--- src/rtl/sup_ram.sv ---
`default_nettype none
module sup_ram #(
	parameter int WIDTH = 32,
	parameter int DEPTH = 32,
	localparam int ADDR_W = (DEPTH > 1) ? $clog2(DEPTH) : 1
) (
	input  wire logic              clk,
	input  wire logic              we,
	input  wire logic [ADDR_W-1:0] waddr,
	input  wire logic [WIDTH-1:0]  wdata,
	input  wire logic [ADDR_W-1:0] raddr,
	output logic      [WIDTH-1:0]  rdata
);

	logic [WIDTH-1:0] mem [DEPTH];

	always_ff @(posedge clk) begin
		if (we) begin
			mem[waddr] <= wdata;
		end
		rdata <= mem[raddr];
	end

endmodule
`default_nettype wire

--- config.mk ---
export PLATFORM = sky130hd
export DESIGN_NAME = sup_ram
export DESIGN_NICKNAME = d
export VERILOG_FILES = /design/src/rtl/sup_ram.sv
export SDC_FILE = /design/constraint.sdc
export NUM_CORES = 1
export LEC_CHECK = 0
export ABC_AREA = 0
export BUFFER_PORTS_ARGS = -buffer_cell sky130_fd_sc_hd__buf_2
export CORE_ASPECT_RATIO = 1.2
export CORE_MARGIN = 3
export CORE_UTILIZATION = 40
export CTS_BUF_LIST = sky130_fd_sc_hd__clkbuf_4
export CTS_CLUSTER_SIZE = 10
export DETAILED_ROUTE_END_ITERATION = 8
export GPL_TIMING_DRIVEN = 0
export SLEW_MARGIN = 10
export SYNTH_ARGS = -nofsm -noshare
export SYNTH_HDL_FRONTEND = slang
export SYNTH_SLANG_ARGS = --single-unit
--- constraint.sdc ---
create_clock -name clk -period 3.3 [get_ports clk]
set_input_delay 0 -clock clk [delete_from_list [all_inputs] [get_ports clk]]
set_output_delay 0 -clock clk [all_outputs]
set_load 0.02 [all_outputs]
* Word level (Yosys, flattened, before mapping)
Memory sizes are Yosys's and may differ from the RTL's. A register that Yosys moved wholly into a read port is not among the register bits. Index checks and enable logic that the tools add are counted. W data, S select, Z words.
Storage, ports and cells: flip-flop bits (word level) 0, memory bits (writable) 1024, bits of input ports 44, output and inout port bits 32, word-level logic and storage cells 3, memories kept 1
Operators by class: mux-type cells 2
Memory list:
- mem | depth 32, bits a word 32, read ports 1, clocked after memory_dff 1, write ports 1, line 15 | logic [WIDTH-1:0] mem [DEPTH];
Operators with widths (count):
- $mux W1 | 2

* Longest topological paths before layout
Gate-level depths: netlist of run 1.
depth in word-level cells 2, mapped depth 8, depth with buffers taken out 5

* Least setup slack after synthesis of run 1
Ideal clock, no wire load.
kind input to register, start input port waddr[1], end memory mem[12][0] (enable), setup time 421 ps, arrival 2013 ps, required time 2879 ps, setup slack 866 ps, stages on the path 3, buffers on the path 1, path through or3b_2 > clkbuf_1 > nor2_1
RTL lines:
- start: declaration | line 9 | input wire logic [ADDR_W-1:0] waddr,
- end: declaration | line 15
No word-level cell before the write port.

==> results_dict.tcl, run 1 <==
set metrics [dict create \
    outcome "finished clean" \
    final_util 0.476 \
    cp_data_required_time_ns 4.27 \
    area_of_the_multi_input_gates_mm2 0.00858 \
    initial_utilization 0.404 \
    timing.setup.tns_ns 0 \
    route.detailed.drc 0 \
    cts_hold_buf 104 \
    transition_time_at_the_pin_with_the_least_slew_margin_ns 1.21 \
    met3_wirelength_um 6090 \
    cts.path.max_buffers 3 \
    synth.ff_latch_count 1056 \
    relSlewSlack 0.192 \
    regToRegEndpoint "rdata[31]" \
    worstSetupStartpointType "input port" \
    overflow 0 \
    syn-num-nets 2304 \
    r2r-start "mem[24][31]" \
    maxClockFrequency_ghz 0.355 \
    drt-pass1-iter-count 5 \
    timing.reg2reg.worst_path_depth 6 \
    via_per_inst 5.33 \
    power.leakage_nw 16.9 \
    area_delta_synth_final_pct 17.7 \
    period_utilization 0.855 \
    row_count 127 \
    irDropWorstVdd_uv 262 \
    worst_hold_path.num_cells 3 \
    synth_area_leader_cell "sky130_fd_sc_hd__edfxtp_1" \
    cts_inserted_buffers 232 \
    grt_start_max_net_pins 33 \
    cp.arrival_ns 3.79 \
    chipWidth_um 296 \
    path_class "in -> reg" \
    cts_max_level 4 \
    cts_sinks 1056 \
    post-route-worst-setup-slack_ns 0.480 \
    die_area_mm2 0.105 \
    hp-start "we" \
    fillers 8456 \
    pre_cts_ws_ns 0.834 \
    type_of_element_capturing_the_critical_path "flip-flop" \
    worst-r2r-setup-slack_ns 1.14 \
    chipHeight_um 355 \
    dr_wl_met2_um 54900 \
    replace_congestion 0.782 \
    detail_route.wirelength_um 102000 \
    wirelength_met1_um 38400 \
    worst-path-max-fanout 10 \
    layout_common_cells "sky130_fd_sc_hd__edfxtp_1 (1024), sky130_fd_sc_hd__mux2i_1 (512), sky130_fd_sc_hd__clkbuf_4 (334)" \
    route.antenna.remaining_nets 0 \
    numPlacedInstances 3656 \
    hold_path_class "in -> reg" \
    place_hpwl_um 65300 \
    cts_tree "done" \
    cts_root_buf "sky130_fd_sc_hd__clkbuf_4" \
    yosys_warnings 0 \
    share_of_layout_cells_above_drive_strength_1 0.208 \
    post_synth.cell_area_avg_um2 17.9 \
    finClkSkew_ns 0.0564 \
    layout.cells.most_common "sky130_fd_sc_hd__edfxtp_1" \
    core-area_mm2 0.100 \
    avgRoutedWirePerCell_um 24.4 \
    area_share_of_the_largest_cell_type_after_synthesis 0.760 \
    finalWorstPathRequiredPeriod_ns 2.82 \
    cell_count_after_synthesis 2260 \
    hold_viol_final 0 \
    grt_antenna_before_repair 4 \
    clk_pin_slew_ns 0.07 \
    setup_violations 0 \
    grt_first_pass_wirelength_um 148000 \
    highest_layer "met5" \
    drt_first_iter_violations 1786 \
    synth_area_mm2 0.0405 \
    cap_violations 0 \
    placement.io_buffers 74 \
    ios 76 \
    ff_latch_area_mm2 0.0314 \
    final_nets 2748 \
    slew_viols_final 0 \
    pwr_density_cell_mw_per_mm2 556 \
    yosysSeqAreaShare 0.775 \
    post_cts.repair.setup_buffers 0 \
    layoutNonFillerInstCount 4176 \
    insertion_delay_ns 1.09 \
    number_of_distinct_standard_cells_referenced_by_the_synthesized_netlist 25 \
    synth_area_leaders "sky130_fd_sc_hd__edfxtp_1 (76%), sky130_fd_sc_hd__mux2i_1 (13%), sky130_fd_sc_hd__a22oi_1 (1.8%)" \
    worstHoldEndpoint "mem[11][8]" \
    vias 22300 \
    first_global_vias 23100 \
    groute.usage.overall 0.195 \
    grt_setup_unrepaired "false" \
    ctsResizeCount 0 \
]
==> state kept, by name, indices dropped and copies added (netlist names) <==
register / cells
mem: 1024
rdata: 32
==> cells by family after synthesis <==
family                 synth area share
multiplexers                      0.127
buffers and inverters            0.0186
AO/OA/AOI/OAI                    0.0485
AND/OR/NAND/NOR                  0.0310
flip-flops                        0.775
==> cell type report <==
cell class | instances | share of cell area
antenna | 3 | 0.000158
timing repair buffer | 210 | 0.0488
buffer | 127 | 0.0158
clock inverter | 81 | 0.00993
clock buffer | 332 | 0.0523
tap | 1290 | 0.0339
sequential | 1056 | 0.659
multi-input combinational | 1077 | 0.180
==> stage by stage <==
stage / hold WS, ns / power [mW] / area [um2]
CTS: 0.0385 / 26.7 / 47600
detailed placement: 0.417 / 16.8 / 43400
global placement: 0.418 / 16.7 / 42500
finish: 0.193 / 26.5 / 47600
floorplan: 0.0989 / 16.1 / 40500
global route: 0.117 / 27.6 / 47600
==> report_power, final <==
group	internal (mW)	total, mW	switching (mW)
combinational	0.600	1.71	1.11
sequential	14.9	14.9	0.0469
clock	5.01	9.82	4.81
total	20.5	26.5	5.97
==> metal layers <==
layer / vias to the layer above / global-route usage
met5: - / 0
met3: 168 / 0.0428
met1: 11300 / 0.226
met2: 749 / 0.357
li1: 10000 / -
met4: 4 / 0.0650
==> cells in the mapped netlist <==
library cell / count
sky130_fd_sc_hd__nand3b_1: 5
sky130_fd_sc_hd__nand3_1: 98
sky130_fd_sc_hd__and2_1: 1
sky130_fd_sc_hd__buf_1: 5
sky130_fd_sc_hd__edfxtp_1: 1024
sky130_fd_sc_hd__mux2i_1: 512
sky130_fd_sc_hd__nand2_1: 98
sky130_fd_sc_hd__nor2_1: 34
sky130_fd_sc_hd__and2b_1: 1
sky130_fd_sc_hd__buf_4: 33
sky130_fd_sc_hd__nand2b_1: 2
sky130_fd_sc_hd__or3b_2: 3
sky130_fd_sc_hd__buf_6: 15
sky130_fd_sc_hd__buf_2: 26
sky130_fd_sc_hd__or3_1: 1
sky130_fd_sc_hd__a31oi_1: 32
sky130_fd_sc_hd__nor2b_1: 1
sky130_fd_sc_hd__clkbuf_4: 2
sky130_fd_sc_hd__dfxtp_1: 32
sky130_fd_sc_hd__a22oi_1: 96
sky130_fd_sc_hd__clkbuf_1: 46
sky130_fd_sc_hd__a21oi_1: 96
sky130_fd_sc_hd__nor3_1: 32
sky130_fd_sc_hd__or2_2: 1
sky130_fd_sc_hd__a22o_1: 64
==> worst max-delay path by stage <==
stage | start | endpoint | slack (ns) | cells past startpoint
floorplan | waddr[1] | mem[12][0] | 0.87 | 3
global placement | waddr[1] | mem[4][17] | -0.89 | 4
detailed placement | waddr[1] | mem[4][16] | 0.83 | 5
CTS | raddr[1] | rdata[0] | 0.72 | 11
global route | raddr[1] | rdata[0] | 0.45 | 11
finish | raddr[1] | rdata[0] | 0.48 | 11
==> worst max-delay path, stage by stage <==
cell                            delay (ns)
sky130_fd_sc_hd__dlygate4sd3_1        0.57
sky130_fd_sc_hd__buf_2                0.16
sky130_fd_sc_hd__nor2_1               0.14
sky130_fd_sc_hd__dlygate4sd3_1        0.57
sky130_fd_sc_hd__buf_2                0.28
sky130_fd_sc_hd__buf_2                0.40
sky130_fd_sc_hd__buf_2                0.41
sky130_fd_sc_hd__nand2_1              0.11
sky130_fd_sc_hd__a31oi_1              0.36
sky130_fd_sc_hd__nand3_1              0.17
sky130_fd_sc_hd__dlygate4sd3_1        0.61
No activity file was read; power rests on OpenSTA's default activity.
==> run 2, diff against run 1 <==
==> constraint.sdc (replaced) <==
create_clock -name clk -period 2.3 [get_ports clk]
set_input_delay 0 -clock clk [delete_from_list [all_inputs] [get_ports clk]]
set_output_delay 0 -clock clk [all_outputs]
set_load 0.02 [all_outputs]
==> run 2 against run 1 <==
Net effect:
- sequential share of layout area down 0.12 points
- global-route usage is 0.058 points higher
- total power increased by 45%
- first-iteration DRC count shrank 9.0%
- clock power rose by 49%
- sequential cell count unchanged
- critical path type unchanged
- largest power group unchanged
==> results_dict.tcl, run 2 (synthesis gave the netlist of run 1 again) <==
set metrics [dict create \
    route.antenna.remaining_nets 0 \
    place_hpwl_um 64700 \
    pre_cts_ws_ns -0.0910 \
    cts_tree "done" \
    route.detailed.drc 0 \
    worstSetupStartpointType "input port" \
    groute.usage.overall 0.196 \
    path_class "in -> reg" \
    power.leakage_nw 16.9 \
    first_global_vias 23200 \
    hp-start "raddr[2]" \
    cp.arrival_ns 3.30 \
    share_of_layout_cells_above_drive_strength_1 0.209 \
    highest_layer "met5" \
    wirelength_met1_um 37600 \
    replace_congestion 0.799 \
    vias 22300 \
    hold_path_class "in -> reg" \
    placedInstanceArea_mm2 0.0434 \
    chipWidth_um 296 \
    transition_time_at_the_pin_with_the_least_slew_margin_ns 1.20 \
    placement.io_buffers 74 \
    area_delta_synth_final_pct 17.9 \
    r2r-start "mem[25][0]" \
    detail_route.wirelength_um 102000 \
    layout_common_cells "sky130_fd_sc_hd__edfxtp_1 (1024), sky130_fd_sc_hd__mux2i_1 (512), sky130_fd_sc_hd__clkbuf_4 (337)" \
    worst-path-max-fanout 10 \
    cts_sinks 1056 \
    dr_wl_met2_um 55000 \
    slew_viols_final 0 \
    via_per_inst 5.33 \
    outcome "finished clean" \
    registers.top_by_ff_count "mem" \
    worst-r2r-setup-slack_ns 0.16 \
    cp_data_required_time_ns 3.31 \
    maxClockFrequency_ghz 0.438 \
    drt-pass1-iter-count 9 \
    layout.cells.most_common "sky130_fd_sc_hd__edfxtp_1" \
    drt_first_iter_violations 1626 \
    timing.setup.tns_ns 0 \
    timing.reg2reg.worst_path_depth 6 \
    cts_root_buf "sky130_fd_sc_hd__clkbuf_4" \
    grt_antenna_before_repair 8 \
    finClkSkew_ns 0.0452 \
    ctsResizeCount 0 \
    cap_violations 0 \
    ios 76 \
    cts_inserted_buffers 232 \
    cpPeakStageDelay_ns 0.60 \
    period_utilization 0.993 \
    row_count 127 \
    path_common_cell "sky130_fd_sc_hd__dlygate4sd3_1" \
    worst_hold_path.num_cells 7 \
    pwr_density_cell_mw_per_mm2 806 \
    insertion_delay_ns 1.14 \
    timing.critical_path.slowest_stage_cell "sky130_fd_sc_hd__dlygate4sd3_1" \
    hold_viol_final 0 \
    irDropWorstVdd_uv 322 \
    cts.path.max_buffers 3 \
    timing.critical_path.from "raddr[1]" \
    avgRoutedWirePerCell_um 24.4 \
    cts_max_level 4 \
    post-route-worst-setup-slack_ns 0.0164 \
    relSlewSlack 0.195 \
    final_nets 2747 \
    biggestRegsByFlops "mem x1024, rdata x32" \
    grt_first_pass_wirelength_um 148000 \
    final_design_instance_area_without_fill_mm2 0.0477 \
    worstHoldEndpoint "rdata[2]" \
    die_area_mm2 0.105 \
    setup_violations 0 \
    overflow 0 \
    grt_start_max_net_pins 33 \
    chipHeight_um 355 \
    type_of_element_capturing_the_critical_path "flip-flop" \
    cell_chain_of_the_critical_path "dlygate4sd3_1, buf_2, and2_1, buf_4, clkbuf_1, a22oi_1, nand3_1, dlygate4sd3_1, nand3_1, dlygate4sd3_1" \
    clk_pin_slew_ns 0.07 \
    regToRegEndpoint "rdata[0]" \
    grt_setup_unrepaired "false" \
    post_cts.repair.setup_buffers 0 \
    largest_register_ffs 1024 \
    initial_utilization 0.404 \
    finalWorstPathRequiredPeriod_ns 2.28 \
    core-area_mm2 0.100 \
    met3_wirelength_um 6890 \
]
## run 2: metal layers
layer / vias up / track usage
li1: 10100 / -
met1: 11300 / 0.223
met2: 774 / 0.357
met3: 188 / 0.0499
met4: 4 / 0.0632
met5: - / 0
## run 2: final cells by class
cell class	instances	area, um2
diodes	9	22.5
plain buffers	126	749
clock buffers	335	2510
clock inverters	82	547
fillers	8509	52400
multi-input cells	1077	8580
flip-flops and latches	1056	31400
well taps	1290	1610
repair buffers	210	2300
## run 2: repair_timing
item	4_1_cts	5_1_grt
endpoints found under the setup margin	0	1
hold buffers	104	0
hold endpoints to repair	2079	0
## run 2: critical path: cells and delay by family
family / cells / cell delay [ns]
simple gates: 3 / 0.40
compound gates: 1 / 0.16
buf+inv: 6 / 2.75
## run 2: power breakdown
part / leakage [nW] / switching (mW) / internal, mW / total (mW)
logic: 5.62 / 1.60 / 0.857 / 2.46
registers: 9.49 / 0.0664 / 21.4 / 21.4
clock network: 1.81 / 6.98 / 7.58 / 14.6
total: 16.9 / 8.65 / 29.8 / 38.5
## run 2: stage by stage
stage	total power, mW	util	cells	hold WS (ns)
after floorplan	23.1	-	2260	0.0989
after global placement	24.0	0.424	3624	0.417
after detailed placement	24.1	0.433	3656	0.417
after CTS	38.9	0.477	4177	0.00681
after global routing	40.0	0.477	4178	0.0586
final	38.5	0.477	4185	0.126
## run 2: how the worst max path moves through the flow
stage / endpoint / slack [ns] / depth (start not counted)
after floorplan: mem[12][0] / -0.13 / 3
final: rdata[0] / 0.02 / 10
after global placement: mem[16][15] / -1.89 / 4
after detailed placement: rdata[14] / -0.09 / 7
after CTS: rdata[31] / 0.01 / 11
after global routing: rdata[0] / 0.04 / 10
==> run 3, diff against run 2 <==
--- a/config.mk
+++ b/config.mk
@@ -9,11 +9,12 @@
 export BUFFER_PORTS_ARGS = -buffer_cell sky130_fd_sc_hd__buf_2
 export CORE_ASPECT_RATIO = 1.2
 export CORE_MARGIN = 3
-export CORE_UTILIZATION = 40
+export CORE_UTILIZATION = 42
 export CTS_BUF_LIST = sky130_fd_sc_hd__clkbuf_4
 export CTS_CLUSTER_SIZE = 10
 export DETAILED_ROUTE_END_ITERATION = 8
 export GPL_TIMING_DRIVEN = 0
+export RECOVER_POWER = 25
 export SLEW_MARGIN = 10
 export SYNTH_ARGS = -nofsm -noshare
 export SYNTH_HDL_FRONTEND = slang
==> run 3 against run 2 <==
Net effect:
- the flow now finishes with violations (capacitance limit, slew limit, setup timing)
- non-clock buffer count is 3 lower
- global-route usage is 0.96 points higher
- sequential share of layout area is 0.73 points higher
- clock power is 4% lower
- register-to-register slack better by 0.13 ns
- die area is 4.7% lower
- via count is 1.0% higher
- routed wire length is 0.75% higher
- total power is 1.6% lower
- critical path depth stayed put
- worst hold slack better by 0.0060 ns
- combinational power is 3% lower
- highest routed layer unchanged
==> results_dict.tcl, run 3 (synthesis gave the netlist of run 1 again) <==
set metrics [dict create \
    hold_path_class "in -> reg" \
    die_area_mm2 0.100 \
    via_per_inst 5.43 \
    cap_violations 8 \
    hold_viol_final 0 \
    grt_antenna_before_repair 11 \
    place_hpwl_um 65100 \
    violations_in_the_final_reports "capacitance limit, slew limit, setup timing" \
    overflow 0 \
    chipHeight_um 346 \
    layout_common_cells "sky130_fd_sc_hd__edfxtp_1 (1024), sky130_fd_sc_hd__mux2i_1 (512), sky130_fd_sc_hd__clkbuf_4 (342)" \
    ios 76 \
    biggestRegsByFlops "mem x1024, rdata x32" \
    outcome "complete, but fails checks" \
    cp_data_required_time_ns 3.26 \
    placement.io_buffers 74 \
    power.leakage_nw 16.7 \
    insertion_delay_ns 1.09 \
    cts.path.max_buffers 3 \
    fillers 8003 \
    worst-path-max-fanout 10 \
    detail_route.wirelength_um 103000 \
    initial_utilization 0.424 \
    route.detailed.drc 0 \
    chipWidth_um 289 \
    irDropWorstVdd_uv 514 \
    largest_register_ffs 1024 \
    path_class "in -> reg" \
    timing.setup.tns_ns -0.0318 \
    route.antenna.remaining_nets 0 \
    setup_violations 1 \
    period_utilization 1.01 \
    pwr_density_cell_mw_per_mm2 802 \
    final_nets 2745 \
    transition_time_at_the_pin_with_the_least_slew_margin_ns 1.65 \
    drt_first_iter_violations 1898 \
    cts_root_buf "sky130_fd_sc_hd__clkbuf_4" \
    cts_inserted_buffers 233 \
    vias 22500 \
    relSlewSlack -0.0995 \
    area_delta_synth_final_pct 16.6 \
    first_global_vias 23200 \
    finalWorstPathRequiredPeriod_ns 2.33 \
    cts_max_level 4 \
    clk_pin_slew_ns 0.08 \
    post-route-worst-setup-slack_ns -0.0318 \
    groute.usage.overall 0.206 \
    type_of_element_capturing_the_critical_path "flip-flop" \
    grt_setup_unrepaired "false" \
    share_of_layout_cells_above_drive_strength_1 0.192 \
    grt_start_max_net_pins 33 \
    replace_congestion 0.801 \
    cp.arrival_ns 3.29 \
    core-area_mm2 0.0954 \
    slew_viols_final 197 \
    row_count 124 \
    maxClockFrequency_ghz 0.429 \
    drt-pass1-iter-count 6 \
    cts_sinks 1056 \
    registers.top_by_ff_count "mem" \
    worstSetupStartpointType "input port" \
    grt_first_pass_wirelength_um 149000 \
    finClkSkew_ns 0.0739 \
    layout.cells.most_common "sky130_fd_sc_hd__edfxtp_1" \
    final_util 0.495 \
    cts_tree "done" \
    avgRoutedWirePerCell_um 24.8 \
]
-- run 3: cell types whose count changed in the layout (fill, tap and decap cells not counted), sizes merged --
| cell | before | now |
|---|---|---|
| inv | 3 | 1 |
| clkinvlp | 3 | 1 |
| dlygate4sd3 | 82 | 87 |
| clkbuf | 382 | 418 |
| bufinv | 8 | 3 |
| buf | 207 | 168 |
-- run 3: path summary, 6_finish.rpt --
check / to / from / slack [ns] / cells past startpoint
min: mem[9][10] / we / 0.13 / 3
max: rdata[0] / raddr[1] / -0.03 / 10
max reg2reg: rdata[31] / mem[3][31] / 0.29 / 6
min reg2reg: rdata[23] / mem[11][23] / 0.62 / 4
-- run 3: where the power goes --
part | internal (mW) | switching [mW]
registers | 21.4 | 0.0686
logic | 0.789 | 1.60
clock network | 7.08 | 6.92
total | 29.3 | 8.59
-- run 3: routing by layer --
metal	wire (um)	part of all wire	up-vias	global-route usage
met5	21	0.00020	-	0
met4	2750	0.027	4	0.0720
met3	6410	0.062	187	0.0414
met2	54400	0.53	796	0.365
met1	39500	0.38	11500	0.248
li1	-	-	10000	-
-- run 3: repair_timing --
| action | 4_1_cts | 5_1_grt |
|---|---|---|
| gates resized for setup | 0 | 6 |
| buffers inserted | 0 | 0 |
| hold buffers | 100 | 0 |
| hold endpoints to repair | 2025 | 0 |
| setup endpoints to repair | 0 | 3 |
-- run 3: stage by stage --
step | power (mW) | hold WS, ns | cell area (um2) | setup WS [ns] | std cells
floorplan | 23.1 | 0.0989 | 40500 | -0.134 | 2260
global route | 39.3 | 0.0434 | 47200 | 0.0320 | 4146
detailed placement | 24.1 | 0.417 | 43400 | -0.118 | 3626
CTS | 38.3 | 0.0417 | 47400 | 0.00404 | 4139
finish | 37.8 | 0.132 | 47200 | -0.0318 | 4148
global placement | 24.0 | 0.418 | 42400 | -1.83 | 3594
-- run 3: area by class of cell --
type	instances	area, um2	area share
Antenna cell	9	22.5	0.000477
Multi-Input combinational cell	1077	8560	0.181
Buffer	127	757	0.0160
Timing Repair Buffer	206	1970	0.0417
Tap cell	1260	1580	0.0334
Sequential cell	1056	31400	0.665
Clock buffer	340	2550	0.0541
Clock inverter	73	369	0.00782
-- run 3: critical path, stage by stage --
cell and delay, ns:
sky130_fd_sc_hd__dlygate4sd3_1 0.57, sky130_fd_sc_hd__buf_2 0.15, sky130_fd_sc_hd__nor2b_1 0.11, sky130_fd_sc_hd__dlygate4sd3_1 0.57, sky130_fd_sc_hd__buf_4 0.23, sky130_fd_sc_hd__buf_4 0.31
sky130_fd_sc_hd__a22oi_1 0.14, sky130_fd_sc_hd__a31oi_1 0.45, sky130_fd_sc_hd__nand3_1 0.15, sky130_fd_sc_hd__dlygate4sd3_1 0.60
